===== src/hdl/tbcp_pkg.sv =====
// Shared types, constants and decode functions for the tube Bezier control point generator.
`timescale 1ns / 1ps

package tbcp_pkg;

	// Coordinate format: signed fixed point, fraction width does not affect the math.
	localparam int COORD_WIDTH = 24;

	// Width of |3*d| + 5, where d is the difference of two coordinates.
	localparam int MAG_WIDTH = COORD_WIDTH + 2;

	// Reciprocal of ten, scaled so that the truncated product is an exact floor(n/10).
	localparam int RECIP_SHIFT = MAG_WIDTH + 4;
	localparam int RECIP_WIDTH = COORD_WIDTH + 3;
	localparam logic [RECIP_WIDTH-1:0] RECIP_TENTH =
		RECIP_WIDTH'(((64'd1 << RECIP_SHIFT) + 64'd9) / 64'd10);
	localparam int PROD_WIDTH = MAG_WIDTH + RECIP_WIDTH;

	// Quotient of the scaled difference, and the width of base plus offset.
	localparam int QUOT_WIDTH = COORD_WIDTH - 1;
	localparam int SUM_WIDTH = COORD_WIDTH + 2;

	// Rounding bias for round-half-away-from-zero of n/10.
	localparam logic [MAG_WIDTH-1:0] ROUND_BIAS = MAG_WIDTH'(5);

	// Six arithmetic lanes: x, y, z of the second point, then of the third point.
	localparam int AXES = 3;
	localparam int LANES = 2 * AXES;

	// Job queue between the front and the back.
	localparam int QUEUE_DEPTH = 2;
	localparam int QPTR_WIDTH = $clog2(QUEUE_DEPTH);
	localparam int QCNT_WIDTH = $clog2(QUEUE_DEPTH + 1);

	// Window fill count saturates at three residues.
	localparam logic [1:0] FILL_EMPTY = 2'd0;
	localparam logic [1:0] FILL_FULL = 2'd3;

	typedef logic signed [COORD_WIDTH-1:0] coord_t;
	typedef logic [AXES-1:0][COORD_WIDTH-1:0] vec3_t;
	typedef logic [1:0] class_t;
	typedef logic [3:0] rad_t;
	typedef logic [7:0] color_t;
	typedef logic [1:0] beat_t;

	localparam int BEATS = 4;
	localparam beat_t BEAT_LAST = beat_t'(BEATS - 1);

	// Structure class codes; the unused code behaves as coil.
	localparam class_t CLS_COIL = 2'd0;
	localparam class_t CLS_HELIX = 2'd1;
	localparam class_t CLS_SHEET = 2'd2;

	// Tube radii in tenths of an angstrom.
	localparam rad_t RAD_THIN = 4'd3;
	localparam rad_t RAD_NARROW = 4'd6;
	localparam rad_t RAD_WIDE = 4'd9;
	localparam rad_t RAD_ARROW = 4'd12;

	localparam color_t COLOR_FULL = 8'd255;
	localparam color_t COLOR_GRAY = 8'd200;
	localparam color_t COLOR_NONE = 8'd0;

	// Attributes kept for each residue in the window.
	typedef struct packed {
		class_t cls;
		logic at_end;
		logic next_helix;
		logic amino;
	} res_attr_t;

	// Attributes of the middle residue that set radius and color of a curve.
	typedef struct packed {
		class_t cls;
		logic at_end;
		logic next_helix;
	} curve_attr_t;

	// One curve to compute: four window positions and the middle residue's attributes.
	typedef struct packed {
		vec3_t p0;
		vec3_t p1;
		vec3_t p2;
		vec3_t p3;
		curve_attr_t attr;
	} job_t;

	typedef struct packed {
		color_t red;
		color_t green;
		color_t blue;
	} rgb_t;

	// Tube radius of one control point, with arrow heads at sheet ends.
	function automatic rad_t radius_of(curve_attr_t attr, beat_t idx);
		rad_t rad;
		case (attr.cls)
			CLS_SHEET: begin
				if (attr.at_end) begin
					case (idx)
						2'd0: rad = RAD_ARROW;
						2'd1: rad = RAD_WIDE;
						2'd2: rad = RAD_NARROW;
						default: rad = RAD_THIN;
					endcase
				end else begin
					rad = RAD_WIDE;
				end
			end
			CLS_HELIX: begin
				rad = (idx == BEAT_LAST && attr.at_end) ? RAD_THIN : RAD_WIDE;
			end
			default: begin
				rad = (idx == BEAT_LAST && attr.at_end && attr.next_helix) ?
					RAD_WIDE : RAD_THIN;
			end
		endcase
		return rad;
	endfunction

	// Class color: helix red, sheet blue, coil gray.
	function automatic rgb_t color_of(class_t cls);
		rgb_t rgb;
		case (cls)
			CLS_SHEET: rgb = '{red: COLOR_NONE, green: COLOR_NONE, blue: COLOR_FULL};
			CLS_HELIX: rgb = '{red: COLOR_FULL, green: COLOR_NONE, blue: COLOR_NONE};
			default: rgb = '{red: COLOR_GRAY, green: COLOR_GRAY, blue: COLOR_GRAY};
		endcase
		return rgb;
	endfunction

endpackage


===== src/hdl/tbcp_queue.sv =====
// Short job queue that decouples the front end from the arithmetic back end.
`timescale 1ns / 1ps

module tbcp_queue (
	input  logic            clk,
	input  logic            arst_n,
	input  logic            push_valid,
	output logic            push_ready,
	input  tbcp_pkg::job_t  push_job,
	output logic            pop_valid,
	input  logic            pop_ready,
	output tbcp_pkg::job_t  pop_job
);
	import tbcp_pkg::*;

	job_t                  mem_q [QUEUE_DEPTH];
	logic [QPTR_WIDTH-1:0] wr_ptr_q;
	logic [QPTR_WIDTH-1:0] rd_ptr_q;
	logic [QCNT_WIDTH-1:0] cnt_q;

	logic push;
	logic pop;

	assign push_ready = (cnt_q != QCNT_WIDTH'(QUEUE_DEPTH));
	assign pop_valid = (cnt_q != '0);
	assign pop_job = mem_q[rd_ptr_q];
	assign push = push_valid && push_ready;
	assign pop = pop_valid && pop_ready;

	// Pointers and occupancy.
	always_ff @(posedge clk or negedge arst_n) begin
		if (!arst_n) begin
			wr_ptr_q <= '0;
			rd_ptr_q <= '0;
			cnt_q <= '0;
		end else begin
			if (push) begin
				wr_ptr_q <= wr_ptr_q + 1'b1;
			end
			if (pop) begin
				rd_ptr_q <= rd_ptr_q + 1'b1;
			end
			case ({push, pop})
				2'b10: cnt_q <= cnt_q + 1'b1;
				2'b01: cnt_q <= cnt_q - 1'b1;
				default: cnt_q <= cnt_q;
			endcase
		end
	end

	// Entry storage.
	always_ff @(posedge clk) begin
		if (push) begin
			mem_q[wr_ptr_q] <= push_job;
		end
	end

endmodule


===== config.mk =====
export PLATFORM = sky130hd
export DESIGN_NAME = tbcp_queue
export DESIGN_NICKNAME = d
export VERILOG_FILES = /design/src/hdl/tbcp_pkg.sv /design/src/hdl/tbcp_queue.sv
export SDC_FILE = /design/constraint.sdc
export NUM_CORES = 1
export LEC_CHECK = 0
export BUFFER_PORTS_ARGS = -buffer_cell sky130_fd_sc_hd__buf_2
export CORE_MARGIN = 4
export CORE_UTILIZATION = 41
export CTS_BUF_LIST = sky130_fd_sc_hd__clkbuf_8
export CTS_CLUSTER_SIZE = 10
export DETAILED_ROUTE_END_ITERATION = 12
export GPL_TIMING_DRIVEN = 0
export HOLD_SLACK_MARGIN = 0.08
export PLACE_DENSITY_LB_ADDON = 0.15
export SETUP_SLACK_MARGIN = 0.15
export SYNTH_ARGS = -nofsm -noshare
export SYNTH_HDL_FRONTEND = slang
export SYNTH_SLANG_ARGS = --single-unit

===== constraint.sdc =====
create_clock -name clk -period 12.92 [get_ports clk]
set_input_delay 0.646 -clock clk [delete_from_list [all_inputs] [get_ports clk]]
set_output_delay 0.646 -clock clk [all_outputs]
set_load 0.02 [all_outputs]

* Word level (Yosys, flattened, before mapping)
Memories as Yosys holds them, arrays and structs flattened.
Index checks and enable logic that the tools add are counted.
** Cells by class
- Add/sub/neg operators :: 4
- Equality and inequality tests :: 3
- Mux-type cells :: 3
- Reduce and logical (&&, ||, !) cells :: 4
** Operators with widths (number)
- 2-bit one-hot mux with 2 select lines :: 1
- 2-bit nonzero test :: 2
- 1-bit adder (second input constant) :: 2
- 2-bit by 1-bit adder with 2-bit output (second input constant) :: 1
- 2-bit by 1-bit == test with 1-bit output (second input constant) :: 1
- 2-bit == test (second input constant) :: 1
- 1-bit logical AND :: 2
- 1-bit 2-to-1 mux :: 2
- 2-bit inequality test (second input constant) :: 1
- 2-bit by 1-bit subtractor with 2-bit output (second input constant) :: 1
** Storage, ports and cells
- Flip-flop bits (word level) :: 4
- RAM bits :: 584
- Bits of input ports :: 296
- Output and inout port bits :: 294
- Word-level logic and storage cells :: 18
- Memories kept :: 1
** Memory list
- mem_q :: depth 2, width 292, rd ports 1, clocked after memory_dff 0, write ports 1, line tbcp_queue.sv:16 : job_t mem_q [QUEUE_DEPTH];

* Depth between registers and ports, before layout
- Depth after elaboration :: 4
- Mapped depth :: 6
- Gate-level depth less buffers :: 6

* Worst setup path after synthesis
OpenSTA, ideal clock, no wires.
- Path kind :: reg2reg
- Start :: reg cnt_q[0]
- End :: mem mem_q[0][0] in the netlist's numbering (enable)
- Setup time :: 952 ps
- Arrival time :: 12895 ps
- Data required time :: 11968 ps
- Slack :: -926 ps
- Stages on the path, launching flop included :: 4
- Path buffers :: 0
- Clock period less this slack :: 13846 ps
- Cells stage by stage :: dfrtp_1 nand2b_1 nand2_1 nor2_1
** On the way
- Cells in the longest elaborated chain, start to end :: 4
** RTL lines
- start, declared :: line tbcp_queue.sv:19 : logic [QCNT_WIDTH-1:0] cnt_q;
- start signal, assigned :: line tbcp_queue.sv:44 : 2'b10: cnt_q <= cnt_q + 1'b1;
- start signal, assigned :: line tbcp_queue.sv:45 : 2'b01: cnt_q <= cnt_q - 1'b1;
- start signal, assigned :: line tbcp_queue.sv:46 : default: cnt_q <= cnt_q;
- 2-bit inequality test :: line tbcp_queue.sv:24 : assign push_ready = (cnt_q != QCNT_WIDTH'(QUEUE_DEPTH));
- via push_ready :: line tbcp_queue.sv:8 : output logic push_ready,
- 1-bit logical AND :: line tbcp_queue.sv:27 : assign push = push_valid && push_ready;
- 1-bit 2-to-1 mux :: line tbcp_queue.sv:53 : if (push) begin
- 1-bit 2-to-1 mux (not written as such) :: line tbcp_queue.sv:54 : mem_q[wr_ptr_q] <= push_job;
- end, declared :: line tbcp_queue.sv:16
The timed path passes the listed nets, and every way through them passes these cells.

* Final worst setup path
- Start :: reg cnt_q[0]
- End :: mem mem_q[0][56] in the netlist's numbering (enable)
** On the way
- Cells in the longest elaborated chain, start to end :: 4
** RTL lines (line)
- 2-bit inequality test :: tbcp_queue.sv:24
- 1-bit logical AND :: tbcp_queue.sv:27
- 1-bit 2-to-1 mux :: tbcp_queue.sv:53
- 1-bit 2-to-1 mux (not written as such) :: tbcp_queue.sv:54
No other way between the ends.

==> impl_metrics.toml <==
[run_status]
status = "completed"

[global_route]
grt_max_degree = 61
grt_pass1_wl_um = 76900
grt_overflow = 0
grt_pass1_vias = 12048
antenna_found_initial = 27
track_usage = 0.176

[synth]
synth_mux_area_frac = 0.192
yosys_register_bits = 588
synth_largest_area_cell = "edfxtp_1"
synth_area_mm2 = 0.0224
avgSynthCellArea_um2 = 24.2
synth_area_leaders = "edfxtp_1 (78%), mux2_4 (18%), mux2_2 (1.1%)"
syn_nets = 1223
ys_seq_area_frac = 0.786
synth-compound-area-share = 0
synth_xor_area_frac = 0.00195
ys_warn_count = 0
synth_fa_ha_area_frac = 0.000558
synth_top_area_frac = 0.781
netlist_instances = 926
synthSimpleGateAreaFrac = 0.00162
synth_top_family_by_area = "multiplexers"
yosys.cell_types.count = 17

[clocking]
path_clk_slew_ns = 0.06
cts_sinks = 588
insertion_delay_ns = 0.67
clock-root-buffer = "clkbuf_8"
cts_resized = 0
cts_htree_levels = 3
numCtsBuffers = 97
cts_tree = "built"
cts_buffer_depth = 3

[detailed_routing]
wl_um = 53300
drc_errors = 0
vias_per_cell = 4.68
ant_nets = 0
vias = 11298
firstDrtPassIters = 4
avgRoutedWirePerCell_um = 22.1
drtIter0Drc = 522

[worst_setup_path]
arrival_ns = 3.18
timing.rr.end = "mem_q[0][56]$_DFFE_PP_"
cp-endpoint = "mem_q[0][56]$_DFFE_PP_"
crit_path_start = "cnt_q[0]$_DFFE_PN0P_"
reg2reg_from = "cnt_q[0]$_DFFE_PN0P_"
start_kind = "flip-flop"
worst_setup_path_end_kind = "flip-flop"
cp_num_buf_inv = 5
cp_slowest_cell = "nor2_4"
worstSetupPathDepth = 8
crit_top_cell = "buf_12"
critical-path-top-delay-family = "buffers and inverters"
r2r_slack_ns = 10.09
path_class = "flip-flop to flip-flop"
reg2regPathDepth = 8
cp.required_ns = 13.27
slowest_delay_ns = 0.71
worst-path-max-fanout = 26
path_cells = "nand2b_1 > nand2_1 > nor2_4 > buf_12 > buf_12 > buf_12 > buf_16 > buf_12"

[timing]
hold_viol = 0
rsz0062_at_grt = "false"
fin_crit_sh = 0.219
fin_crit_ns = 2.83
slew_violations = 0
slew_headroom = 0.398
finClkSkew_ns = 0.0267
tightest_slew_ns = 0.901
fmax_ghz = 0.353
setup_viol = 0

[finish]
area_delta_synth_final_pct = 26.8
fin_nets = 1930
layout.cells.non_filler = 2415
nFillCells = 4516
drive_gt1_frac = 0.613
register_area_mm2 = 0.0176
multi_input_area_mm2 = 0.00441

[die]
die_area_mm2 = 0.0585
initial_core_util = 0.415
die_x_um = 242
coreArea_mm2 = 0.0540
die_y_um = 242
fp-row-count = 85
num_io_pins = 590

[hold_path]
hold_class = "input pin to flip-flop"

[power_and_ir_drop]
power_mw = 6.84
p_per_area_mw_per_mm2 = 240
max-vdd-ir-drop_uv = 120
p_leak_nw = 11.5

[placed_design]
gp_congestion = 0.750
hpwlAfterDp_um = 38500
numPortBuffers = 589
dp.cells = 2228

[run]
max_cap_viol_count = 0
worst min-delay path by stage:
stage,endpoint,cells after the start,slack [ns],startpoint
3_3_place_gp,rd_ptr_q$_DFFE_PN0P_,1,0.45,arst_n
6_report,mem_q[1][258]$_DFFE_PP_,1,0.16,push_job[258]
3_5_place_dp,rd_ptr_q$_DFFE_PN0P_,1,0.46,arst_n
2_1_floorplan,cnt_q[0]$_DFFE_PN0P_,0,0.35,arst_n
5_1_grt,mem_q[1][116]$_DFFE_PP_,1,0.08,push_job[116]
4_1_cts,mem_q[1][125]$_DFFE_PP_,1,0.08,push_job[125]
logic make-up (layout without fill, tap and decap cells):
kind of cell / count (synthesis) / in the layout
xor+xnor: 5 / 5
fa+ha+maj: 1 / 1
buf+inv: 33 / 814
flops: 588 / 588
mux: 292 / 292
other cells: 0 / 12
simple gates: 7 / 7
registers in the layout, summed over array words and instances, names as in the netlist:
name,flops
cnt_q,2
mem_q,584
rd_ptr_q,1
wr_ptr_q,1
where the power goes:
group	total [mW]	switching, mW	internal [mW]
logic	2.69	1.52	1.17
registers	2.69	0.0917	2.60
clock network	1.46	0.705	0.758
timing repair:
action / in CTS / in global routing
setup buffers: 0 / 0
hold buffers: 2 / 0
endpoints found under the hold margin: 6 / 0
metal layers:
layer  up-vias  global-route usage  part of all wire
li1       5171                   -                 -
met1      5531               0.187              0.36
met2       432               0.301              0.50
met3       128              0.0972              0.11
met4        36              0.0577             0.028
met5         -                   0            0.0044
metrics by stage:
step	util	hold WS, ns	instance area, µm²	TNS [ns]	setup slack, ns
after floorplan	-	0.350	22400	0	4.02
after detailed placement	0.494	0.457	26700	0	9.86
after CTS	0.526	0.0801	28400	0	10.02
after global routing	0.526	0.0818	28400	0	9.85
after global placement	0.486	0.454	26300	-252.77	-0.887
final	0.527	0.161	28500	0	10.09
synthesized netlist by cell type, drive strengths merged:
| cell | number |
|---|---|
| ha | 1 |
| nand2b | 1 |
| and2 | 1 |
| xnor2 | 3 |
| nand2 | 1 |
| and3 | 1 |
| mux2 | 292 |
| xor2 | 2 |
| edfxtp | 584 |
| nor2 | 2 |
| or2 | 1 |
| buf | 33 |
| dfrtp | 4 |
cell usage in the layout, fill, tap and decap left out, drive strengths merged:
cell and count:
buf 639, edfxtp 584, mux2 292, clkbuf 101, inv 34, clkinv 34
diode 12, dfrtp 4, xnor2 3, xor2 2, clkinvlp 2, bufinv 2
dlygate4sd3 2, nor2 2, or2 1, and2 1, nand2b 1, nand2 1
and3 1, ha 1
area by class of cell:
class,count,area share
flip-flops and latches,588,0.620
multi-input cells,305,0.155
repair buffers,608,0.119
clock buffers,101,0.0488
well taps,696,0.0306
plain buffers,33,0.0144
clock inverters,72,0.0119
diodes,12,0.00106
worst reg2reg max path, cell delays in order (launching register included):
cell,delay (ns)
dfrtp_1,0.40
nand2b_1,0.16
nand2_1,0.14
nor2_4,0.71
buf_12,0.29
buf_12,0.22
buf_12,0.21
buf_16,0.19
buf_12,0.21
Power figures use the tool's default switching activity.
