**src/hdl/tbcp_pkg.sv**
```systemverilog
// Shared types, constants and decode functions for the tube Bezier control point generator.
`timescale 1ns / 1ps

package tbcp_pkg;

	// Coordinate format: signed fixed point, fraction width does not affect the math.
	localparam int COORD_WIDTH = 24;

	// Width of |3*d| + 5, where d is the difference of two coordinates.
	localparam int MAG_WIDTH = COORD_WIDTH + 2;

	// Reciprocal of ten, scaled so that the truncated product is an exact floor(n/10).
	localparam int RECIP_SHIFT = MAG_WIDTH + 4;
	localparam int RECIP_WIDTH = COORD_WIDTH + 3;
	localparam logic [RECIP_WIDTH-1:0] RECIP_TENTH =
		RECIP_WIDTH'(((64'd1 << RECIP_SHIFT) + 64'd9) / 64'd10);
	localparam int PROD_WIDTH = MAG_WIDTH + RECIP_WIDTH;

	// Quotient of the scaled difference, and the width of base plus offset.
	localparam int QUOT_WIDTH = COORD_WIDTH - 1;
	localparam int SUM_WIDTH = COORD_WIDTH + 2;

	// Rounding bias for round-half-away-from-zero of n/10.
	localparam logic [MAG_WIDTH-1:0] ROUND_BIAS = MAG_WIDTH'(5);

	// Six arithmetic lanes: x, y, z of the second point, then of the third point.
	localparam int AXES = 3;
	localparam int LANES = 2 * AXES;

	// Job queue between the front and the back.
	localparam int QUEUE_DEPTH = 2;
	localparam int QPTR_WIDTH = $clog2(QUEUE_DEPTH);
	localparam int QCNT_WIDTH = $clog2(QUEUE_DEPTH + 1);

	// Window fill count saturates at three residues.
	localparam logic [1:0] FILL_EMPTY = 2'd0;
	localparam logic [1:0] FILL_FULL = 2'd3;

	typedef logic signed [COORD_WIDTH-1:0] coord_t;
	typedef logic [AXES-1:0][COORD_WIDTH-1:0] vec3_t;
	typedef logic [1:0] class_t;
	typedef logic [3:0] rad_t;
	typedef logic [7:0] color_t;
	typedef logic [1:0] beat_t;

	localparam int BEATS = 4;
	localparam beat_t BEAT_LAST = beat_t'(BEATS - 1);

	// Structure class codes; the unused code behaves as coil.
	localparam class_t CLS_COIL = 2'd0;
	localparam class_t CLS_HELIX = 2'd1;
	localparam class_t CLS_SHEET = 2'd2;

	// Tube radii in tenths of an angstrom.
	localparam rad_t RAD_THIN = 4'd3;
	localparam rad_t RAD_NARROW = 4'd6;
	localparam rad_t RAD_WIDE = 4'd9;
	localparam rad_t RAD_ARROW = 4'd12;

	localparam color_t COLOR_FULL = 8'd255;
	localparam color_t COLOR_GRAY = 8'd200;
	localparam color_t COLOR_NONE = 8'd0;

	// Attributes kept for each residue in the window.
	typedef struct packed {
		class_t cls;
		logic at_end;
		logic next_helix;
		logic amino;
	} res_attr_t;

	// Attributes of the middle residue that set radius and color of a curve.
	typedef struct packed {
		class_t cls;
		logic at_end;
		logic next_helix;
	} curve_attr_t;

	// One curve to compute: four window positions and the middle residue's attributes.
	typedef struct packed {
		vec3_t p0;
		vec3_t p1;
		vec3_t p2;
		vec3_t p3;
		curve_attr_t attr;
	} job_t;

	typedef struct packed {
		color_t red;
		color_t green;
		color_t blue;
	} rgb_t;

	// Tube radius of one control point, with arrow heads at sheet ends.
	function automatic rad_t radius_of(curve_attr_t attr, beat_t idx);
		rad_t rad;
		case (attr.cls)
			CLS_SHEET: begin
				if (attr.at_end) begin
					case (idx)
						2'd0: rad = RAD_ARROW;
						2'd1: rad = RAD_WIDE;
						2'd2: rad = RAD_NARROW;
						default: rad = RAD_THIN;
					endcase
				end else begin
					rad = RAD_WIDE;
				end
			end
			CLS_HELIX: begin
				rad = (idx == BEAT_LAST && attr.at_end) ? RAD_THIN : RAD_WIDE;
			end
			default: begin
				rad = (idx == BEAT_LAST && attr.at_end && attr.next_helix) ?
					RAD_WIDE : RAD_THIN;
			end
		endcase
		return rad;
	endfunction

	// Class color: helix red, sheet blue, coil gray.
	function automatic rgb_t color_of(class_t cls);
		rgb_t rgb;
		case (cls)
			CLS_SHEET: rgb = '{red: COLOR_NONE, green: COLOR_NONE, blue: COLOR_FULL};
			CLS_HELIX: rgb = '{red: COLOR_FULL, green: COLOR_NONE, blue: COLOR_NONE};
			default: rgb = '{red: COLOR_GRAY, green: COLOR_GRAY, blue: COLOR_GRAY};
		endcase
		return rgb;
	endfunction

endpackage

```
**src/hdl/tbcp_front.sv**
```systemverilog
// Front end: residue window, chain tracking and curve classification.
`timescale 1ns / 1ps

module tbcp_front (
	input  logic                   clk,
	input  logic                   arst_n,
	input  tbcp_pkg::coord_t       ca_x,
	input  tbcp_pkg::coord_t       ca_y,
	input  tbcp_pkg::coord_t       ca_z,
	input  tbcp_pkg::class_t       structure_class,
	input  logic                   structure_end,
	input  logic                   next_is_helix,
	input  logic                   is_amino,
	input  logic                   chain_first,
	input  logic                   chain_last,
	input  logic                   residue_valid,
	output logic                   residue_ready,
	output logic                   job_valid,
	input  logic                   job_ready,
	output tbcp_pkg::job_t         job
);
	import tbcp_pkg::*;

	// Window of the three previous residues; entry 0 is the oldest.
	vec3_t     win_pos_q [AXES];
	res_attr_t win_attr_q [AXES];
	logic [1:0] fill_q;

	logic       accept;
	logic [1:0] fill_eff;
	logic       emit;

	// A residue is taken whenever the queue could hold a job for it.
	assign residue_ready = job_ready;
	assign accept = residue_valid && residue_ready;

	// A chain start empties the window before the residue is considered.
	assign fill_eff = chain_first ? FILL_EMPTY : fill_q;

	// A curve needs a full window, no chain end, and four amino residues.
	assign emit = (fill_eff == FILL_FULL) && !chain_last && is_amino &&
		win_attr_q[0].amino && win_attr_q[1].amino && win_attr_q[2].amino;

	assign job_valid = residue_valid && emit;

	always_comb begin
		job.p0 = win_pos_q[0];
		job.p1 = win_pos_q[1];
		job.p2 = win_pos_q[2];
		job.p3 = {ca_z, ca_y, ca_x};
		job.attr.cls = win_attr_q[1].cls;
		job.attr.at_end = win_attr_q[1].at_end;
		job.attr.next_helix = win_attr_q[1].next_helix;
	end

	// Fill count: saturates at three and is cleared after a chain end.
	always_ff @(posedge clk or negedge arst_n) begin
		if (!arst_n) begin
			fill_q <= FILL_EMPTY;
		end else if (accept) begin
			if (chain_last) begin
				fill_q <= FILL_EMPTY;
			end else if (fill_eff == FILL_FULL) begin
				fill_q <= FILL_FULL;
			end else begin
				fill_q <= fill_eff + 2'd1;
			end
		end
	end

	// Every accepted residue shifts into the window.
	always_ff @(posedge clk) begin
		if (accept) begin
			win_pos_q[0] <= win_pos_q[1];
			win_pos_q[1] <= win_pos_q[2];
			win_pos_q[2] <= {ca_z, ca_y, ca_x};
			win_attr_q[0] <= win_attr_q[1];
			win_attr_q[1] <= win_attr_q[2];
			win_attr_q[2] <= '{cls: structure_class, at_end: structure_end,
				next_helix: next_is_helix, amino: is_amino};
		end
	end

endmodule

```
**config.mk**
```make
export PLATFORM = sky130hd
export DESIGN_NAME = tbcp_front
export DESIGN_NICKNAME = d
export VERILOG_FILES = /design/src/hdl/tbcp_pkg.sv /design/src/hdl/tbcp_front.sv
export SDC_FILE = /design/constraint.sdc
export NUM_CORES = 1
export LEC_CHECK = 0
export ABC_AREA = 1
export BUFFER_PORTS_ARGS = -buffer_cell sky130_fd_sc_hd__buf_2
export CORE_ASPECT_RATIO = 0.8
export CORE_MARGIN = 5
export CORE_UTILIZATION = 35
export CTS_CLUSTER_DIAMETER = 50
export DETAILED_ROUTE_END_ITERATION = 16
export GPL_ROUTABILITY_DRIVEN = 0
export HOLD_SLACK_MARGIN = 0.03
export PLACE_DENSITY = 0.7
export SLEW_MARGIN = 20
export SYNTH_ARGS = -nofsm -noshare
export SYNTH_HDL_FRONTEND = slang
export SYNTH_SLANG_ARGS = --single-unit
```
**constraint.sdc**
```tcl
create_clock -name clk -period 0.8 [get_ports clk]
set_input_delay 0.08 -clock clk [delete_from_list [all_inputs] [get_ports clk]]
set_output_delay 0.08 -clock clk [all_outputs]
set_load 0.005 [all_outputs]
```
Yosys cells after proc, flatten, opt, wreduce, memory -nomap -nowiden
Memory sizes are Yosys's and may differ from the RTL's.
Cells that the tools add are included.
{"block": "op_classes", "eq_ne": 1, "reduce_logical": 8, "add_sub_neg": 1, "mux": 5}
{"op": "$logic_and A1 B1 Y1", "n": 7}
{"op": "$mux W2", "n": 3}
{"op": "$add A2 B1 Y2 const B", "n": 1}
{"op": "$eq A2 B2 Y1 const B", "n": 1}
{"op": "$mux W1", "n": 2}
{"op": "$logic_not A1 Y1", "n": 1}
{"block": "word_totals", "input_bits": 83, "ram_bits": 231, "memories": 2, "register_bits": 2, "out_inout_bits": 294}
{"memory": "win_pos_q", "depth": 3, "word_bits": 72, "rd": 3, "rd_clocked_by_memory_dff": 0, "wr": 3, "line_no": "tbcp_front.sv:25", "rtl": "vec3_t win_pos_q [AXES];"}
{"memory": "win_attr_q", "depth": 3, "word_bits": 5, "rd": 3, "rd_clocked_by_memory_dff": 0, "wr": 3, "line_no": "tbcp_front.sv:26", "rtl": "res_attr_t win_attr_q [AXES];"}

Logic depth before layout (Yosys ltp)
Gate-level depths: netlist (run 1).
{"block": "depth", "ltp_word": 8, "ltp_mapped": 5, "ltp_nobuf": 5}

Least setup slack after synthesis (run 1)
No wires, ideal clock.
{"block": "synth_timing", "kind": "in2reg", "startpoint": "input port job_ready", "endpoint": "memory win_attr_q[0][0] in the netlist's numbering, enable pin", "setup_slack_ns": -4.337, "t_required_ns": 0.221, "setup_time_ns": 0.579, "arrival_ns": 4.558, "stages": 2, "cell_sequence": "nand2_2 > inv_1"}
{"element": "start, declared", "line_no": "tbcp_front.sv:19", "rtl": "input logic job_ready,"}
{"element": "end, declared", "line_no": "tbcp_front.sv:26"}

==> metrics.md, run 1 <==
| Metric | Value |
|---|---|
| Post-DP Area | 0.00950 mm^2 |
| Seq/Total Area, Yosys | 91.1% |
| Final hold slack | 0.188 ns |
| Post-Syn Instances | 327 |
| Tightest Hold Check Type | in -> reg |
| Final Skew | 0.0105 ns |
| Distinct cells, synth | 10 |
| I/O Buffers | 376 |
| P_sw | 5.43 mW |
| Die Ht | 141 um |
| GRT Overall Usage | 14.4% |
| Post-synth top area share | 90.4% |
| Via density | 4.19 |
| Reg2reg setup slack | -0.09 ns |
| Tcrit/Tclk final | 166% |
| Cell taking the most area after synthesis | edfxtp_1 |
| Fraction of layout cells with a size suffix above 1 | 60.9% |
| Final setup margin | -0.528 ns |
| CP Capture Point | job_valid |
| Max Cap Viol | 0 |
| Clock Pin Slew Worst Setup and Hold Paths | 0.06 ns |
| Sequential share of power | 53.2% |
| Reg2reg end | win_pos_q[0][106]$_DFFE_PP_ |
| Final setup TNS | -66.67 ns |
| Req. time, crit path | 0.72 ns |
| Total CTS buffers | 23 |
| Power share of the clock group | 38.8% |
| R2r startpoint | win_pos_q[0][178]$_DFFE_PP_ |
| Leak | 4.96 nW |
| Final Util | 54.7% |
| P per Cell Area | 2250 mW/mm^2 |
| Final nets | 924 |
| Worst setup SP type | flip-flop |
| Syn nets | 410 |
| FF+latch count, synth | 229 |
| IO Pins | 377 |
| Grt ovf | 0 |
| Fill cells | 1,661 |
| Largest cells by area after synthesis | edfxtp_1 90%, buf_4 7.7%, dfrtp_1 0.66% |
| CTS sink cnt | 229 |
| Fmax | 0.753 GHz |
| Worst-skew pair later-pin latency | 0.49 ns |
| Internal | 20.9 mW |
| Die ar. | 0.0246 mm^2 |
| Failing checks | negative setup slack |
| Largest net degree at the start of global routing | 23 |
| Syn avg cell area | 23.1 um^2 |
| Initial core utilization | 35.3% |
| Synth-to-layout area growth | 55.1% |
| Die X | 174 um |
| Actual slew at the worst max-slew pin | 0.148 ns |
| Final setup violation count | 233 |
| Final ANT Viol Nets | 0 |
| Yosys warnings | 0 |
| Core ar. | 0.0214 mm^2 |
| Deepest clock path buffer count | 3 |
| Slew Viols, Final | 0 |
| Sw Ratio | 20.6% |
| Worst EP arrival | 1.25 ns |
| Num rows | 48 |
| Drt pass-1 iters | 4 |
| Final hold violations | 0 |
| Global-route wire length before repair | 28,100 um |
| Wirelength, routed | 19,200 um |
| 1st-iter DRT viols | 219 |
| Minimum clock period | 1.33 ns |
| # DRC | 0 |
| Slew HR | 90.2% |
| Worst Reg-to-Reg Cells | 2 |
| H-tree levels | 1 |
| Synth Cell Area | 0.00754 mm^2 |
| Outcome | finished with violations |
| Combinational share of power | 8.0% |
| CP Class | reg -> out |
| Design area | 0.0117 mm^2 |
| HPWL Detailed | 13,400 um |
| Initial antenna violation count | 1 |
| Pwr Total | 26.4 mW |
| Critical Path End Type | primary output |
| CTS tree | yes |
| Vias in the first global route | 4,897 |
| Root Buffer Master | clkbuf_16 |
| RSZ-0062 raised after global routing | true |
| VDD IR max | 0.00161 V |
| Crit path from | win_attr_q[0][10]$_DFFE_PP_ |
| Critical Path Fanout Max | 2 |
| Routed wire per std cell | 16.9 um |
| Vias | 4,751 |
-- cell usage in the layout, fill, tap and decap left out, drive strengths merged, types with 2 or more instances in the layout --
master       instances
inv                  3
nand3b               2
nand2               13
edfxtp             227
dfrtp                2
dlygate4sd3         82
clkinv              14
bufinv               2
nor2                 3
clkbuf              24
buf                484
-- cells in the mapped netlist --
master and instances:
dfrtp_1 2, nand2_1 12, edfxtp_1 227, nand2_2 1, nor2_4 1, buf_4 77, nand3b_1 2, inv_1 1
nor2_1 2, inv_2 2
-- power groups by stage --
stage | registers [mW] | logic [mW] | clock network (mW)
2_1_floorplan | 14.4 | 0.501 | 0
3_3_place_gp | 14.3 | 1.47 | 0
3_5_place_dp | 14.3 | 1.49 | 0
4_1_cts | 14.0 | 1.98 | 10.5
5_1_grt | 14.1 | 2.29 | 11.1
6_report | 14.0 | 2.11 | 10.2
-- sequential cells by signal, summed over array words and instances (netlist names) --
register	flops
fill_q	2
win_pos_q	216
win_attr_q	11
-- logic make-up (layout without fill, tap and decap cells) --
group | Yosys count | count (layout) | share of synthesized area [%]
DFF | 229 | 229 | 91.1
buffers and inverters | 80 | 610 | 7.81
and+or+nand+nor | 18 | 18 | 1.13
other | 0 | 1 | 0
-- worst min path at each step --
stage / startpoint / to / slack, ns / cells past startpoint
3_3_place_gp: arst_n / fill_q[1]$_DFFE_PN0P_ / -0.13 / 1
3_5_place_dp: arst_n / fill_q[1]$_DFFE_PN0P_ / -0.13 / 1
5_1_grt: job_ready / win_pos_q[0][136]$_DFFE_PP_ / 0.18 / 4
6_report: job_ready / win_pos_q[0][136]$_DFFE_PP_ / 0.19 / 4
4_1_cts: residue_valid / win_pos_q[0][136]$_DFFE_PP_ / 0.17 / 4
2_1_floorplan: arst_n / fill_q[0]$_DFFE_PN0P_ / -0.22 / 0
-- through the flow --
stage               setup slack [ns]  instances
floorplan                      -3.12        327
global placement              -0.263        929
detailed placement            -0.281        929
CTS                           -0.560       1101
global route                  -0.658       1133
finish                        -0.528       1133
-- critical path, cell delays in order, from the launching register on --
cell      delay (ns)
edfxtp_1        0.35
nand2_1         0.05
nor2_1          0.09
nand2_1         0.07
nor2_1          0.08
buf_2           0.12
-- layout make-up --
| cell class | count | area, um^2 | share of cell area (%) |
|---|---|---|---|
| Multi-Input combinational cell | 18 | 98.8 | 0.845 |
| Clock inverter | 17 | 144 | 1.23 |
| Timing Repair Buffer | 566 | 3650 | 31.2 |
| Antenna cell | 1 | 2.50 | 0.0214 |
| Tap cell | 275 | 344 | 2.94 |
| Sequential cell | 229 | 6870 | 58.7 |
| Inverter | 3 | 15.0 | 0.128 |
| Clock buffer | 24 | 579 | 4.95 |
-- layer usage --
metal  track usage [%]  vias to the layer above  wire (um)
li1                  -                     2190          -
met1              16.1                     2286       6930
met2              25.6                      244       9820
met3              6.10                       31       2060
met4              3.58                        0        365
met5                 0                        -          0
-- timing repair --
item,in CTS,in global routing
pin swaps,1,0
hold buffers,82,0
setup endpoints to repair,221,238
setup buffers,49,37
cloned,0,0
gates resized for setup,0,12
hold endpoints to repair,81,0
Note: power is estimated with default switching activity, not from simulation.
==> run 2: changes to the inputs <==
==> constraint.sdc (replaced) <==
create_clock -name clk -period 1.75 [get_ports clk]
set_input_delay 0.175 -clock clk [delete_from_list [all_inputs] [get_ports clk]]
set_output_delay 0.175 -clock clk [all_outputs]
set_load 0.005 [all_outputs]
==> run 2 against run 1 <==
  * The flow now finishes without violations
  * Via count down 6.9%
  * Die area unchanged
  * Wire length decreased by 3.9%
  * Utilization decreased by 4.2 points
  * Clock skew down 0.0026 ns
  * Hold slack gained 0.21 ns
  * Non-clock buffer count down 101
  * Critical path type is now in -> out
==> metrics.md, run 2 (synthesized netlist as in run 1, its figures left out) <==
| Metric | Value |
|---|---|
| Critical Path Fanout Max | 3 |
| Top flop regs | win_pos_q: 216 flops, win_attr_q: 11 flops, fill_q: 2 flops |
| CTS sink cnt | 229 |
| Grt ovf | 0 |
| Worst setup SP type | input port |
| Fmax | 0.658 GHz |
| Final setup TNS | 0 ns |
| Worst-path cell chain | dlygate4sd3_1 -> buf_2 -> inv_2 -> nand2_1 -> inv_2 -> nand2_1 -> nor2_1 -> buf_2 |
| Critical-path top delay cell | dlygate4sd3_1 |
| Via density | 4.30 |
| Clock Pin Slew Worst Setup and Hold Paths | 0.06 ns |
| Internal | 9.25 mW |
| Synth-to-layout area growth | 43.2% |
| Die ar. | 0.0246 mm^2 |
| Vias in the first global route | 4,777 |
| Power share of the clock group | 38.0% |
| Worst Reg-to-Reg Cells | 5 |
| Combinational share of power | 6.6% |
| Deepest clock path buffer count | 3 |
| Tightest Hold Check Type | in -> reg |
| R2r startpoint | fill_q[1]$_DFFE_PN0P_ |
| Sequential share of power | 55.4% |
| Dpl ws | 0.424 ns |
| WHS Path Cells | 2 |
| Max Cap Viol | 0 |
| Placed insts | 905 |
| Num rows | 48 |
| Initial antenna violation count | 1 |
| P_sw | 2.35 mW |
| CP top delay family | buffers and inverters |
| Slew HR | 70.9% |
| H-tree levels | 1 |
| Final setup violation count | 0 |
| Reg2reg setup slack | 0.37 ns |
| CP Class | in -> out |
| Drt pass-1 iters | 6 |
| IO Pins | 377 |
| Root Buffer Master | clkbuf_16 |
| Commonest cells after routing, fill and taps aside | 376 x buf_2, 227 x edfxtp_1, 85 x dlygate4sd3_1 |
| Most common cell after layout, fill and taps aside | buf_2 |
| Max FFs per register | 216 |
| I/O Buffers | 376 |
| Worst EP arrival | 1.35 ns |
| Sw Ratio | 20.2% |
| Layout Cells excl Fill | 1,030 |
| RSZ-0062 raised after global routing | false |
| Final Util | 50.5% |
| Design area | 0.0108 mm^2 |
| Hold Crit Endpoint | win_pos_q[0][151]$_DFFE_PP_ |
| Total CTS buffers | 23 |
| Pwr Total | 11.6 mW |
| Hold path start | ca_x[7] |
| Antenna Cells | 0 |
| Tcrit/Tclk final | 86.9% |
| Final setup margin | 0.230 ns |
| CTS tree | yes |
| Critical Path End Type | primary output |
| Largest Register | win_pos_q |
| P per Cell Area | 1070 mW/mm^2 |
| Vias | 4,425 |
| Die X | 174 um |
| 1st-iter DRT viols | 177 |
| Worst-skew pair later-pin latency | 0.49 ns |
| Post-DP Area | 0.00927 mm^2 |
| Slew Viols, Final | 0 |
| # DRC | 0 |
| Delay of the slowest critical-path stage | 0.54 ns |
| Core ar. | 0.0214 mm^2 |
| Wirelength, routed | 18,400 um |
| Final hold slack | 0.403 ns |
| Minimum clock period | 1.52 ns |
| Final ANT Viol Nets | 0 |
| Die Ht | 141 um |
| Largest net degree at the start of global routing | 80 |
| Fraction of layout cells with a size suffix above 1 | 54.6% |
| Global-route wire length before repair | 27,700 um |
| Bufs and invs on worst path | 5 |
| HPWL Detailed | 12,600 um |
| Req. time, crit path | 1.57 ns |
| Actual slew at the worst max-slew pin | 0.436 ns |
| Initial core utilization | 35.3% |
| Final nets | 823 |
| Outcome | finished, final reports clean |
| Final Skew | 0.00789 ns |
| Fill cells | 1,760 |
| Final hold violations | 0 |
| GRT Overall Usage | 14.2% |
| VDD IR max | 0.000868 V |
| Routed wire per std cell | 17.9 um |
| Reg2reg end | fill_q[1]$_DFFE_PN0P_ |
| Leak | 4.40 nW |
-- run 2: cell types whose count changed in the layout (fill, tap and decap cells not counted), sizes merged --
| cell | change |
|---|---|
| dlygate4sd3 | +3 |
| diode | -1 |
| clkbuf | +2 |
| bufinv | -1 |
| clkinv | -2 |
| buf | -104 |
-- run 2: cell type report --
cell class / instances / area (um^2) / share of cell area [%]
Sequential cell: 229 / 6870 / 63.6
Clock inverter: 14 / 86.3 / 0.800
Timing Repair Buffer: 465 / 2800 / 25.9
Inverter: 3 / 15.0 / 0.139
Clock buffer: 26 / 587 / 5.43
Multi-Input combinational cell: 18 / 98.8 / 0.915
Tap cell: 275 / 344 / 3.19
-- run 2: worst max path at each step --
| stage | endpoint | cells after the start | from | slack, ns |
|---|---|---|---|---|
| floorplan | win_attr_q[0][0]$_DFFE_PP_ | 2 | job_ready | -2.27 |
| global placement | win_pos_q[0][204]$_DFFE_PP_ | 4 | residue_valid | 0.43 |
| detailed placement | win_pos_q[0][60]$_DFFE_PP_ | 4 | job_ready | 0.42 |
| CTS | job_valid | 5 | fill_q[1]$_DFFE_PN0P_ | 0.27 |
| global route | job_valid | 8 | chain_first | 0.17 |
| finish | job_valid | 8 | chain_first | 0.23 |
-- run 2: what timing repair did --
action                                 4_1_cts  5_1_grt
gates resized for setup                      0        0
hold buffers                                85        0
endpoints found under the hold margin       81        0
setup endpoints to repair                    0        0
setup buffers                                0        0
-- run 2: metal layers --
layer  GRT usage (%)  part of all wire, %  vias up
met5               0                 0.11        -
met4            4.50                  2.8        2
met3            6.47                   12       42
met2            25.2                   50      280
met1            15.3                   35     2110
li1                -                    -     1991
-- run 2: power groups by stage --
stage	sequential (mW)	combinational [mW]	clock, mW
2_1_floorplan	6.57	0.229	0
3_5_place_dp	6.53	0.626	0
6_report	6.42	0.770	4.40
4_1_cts	6.42	0.775	4.58
5_1_grt	6.44	0.836	4.80
3_3_place_gp	6.52	0.619	0
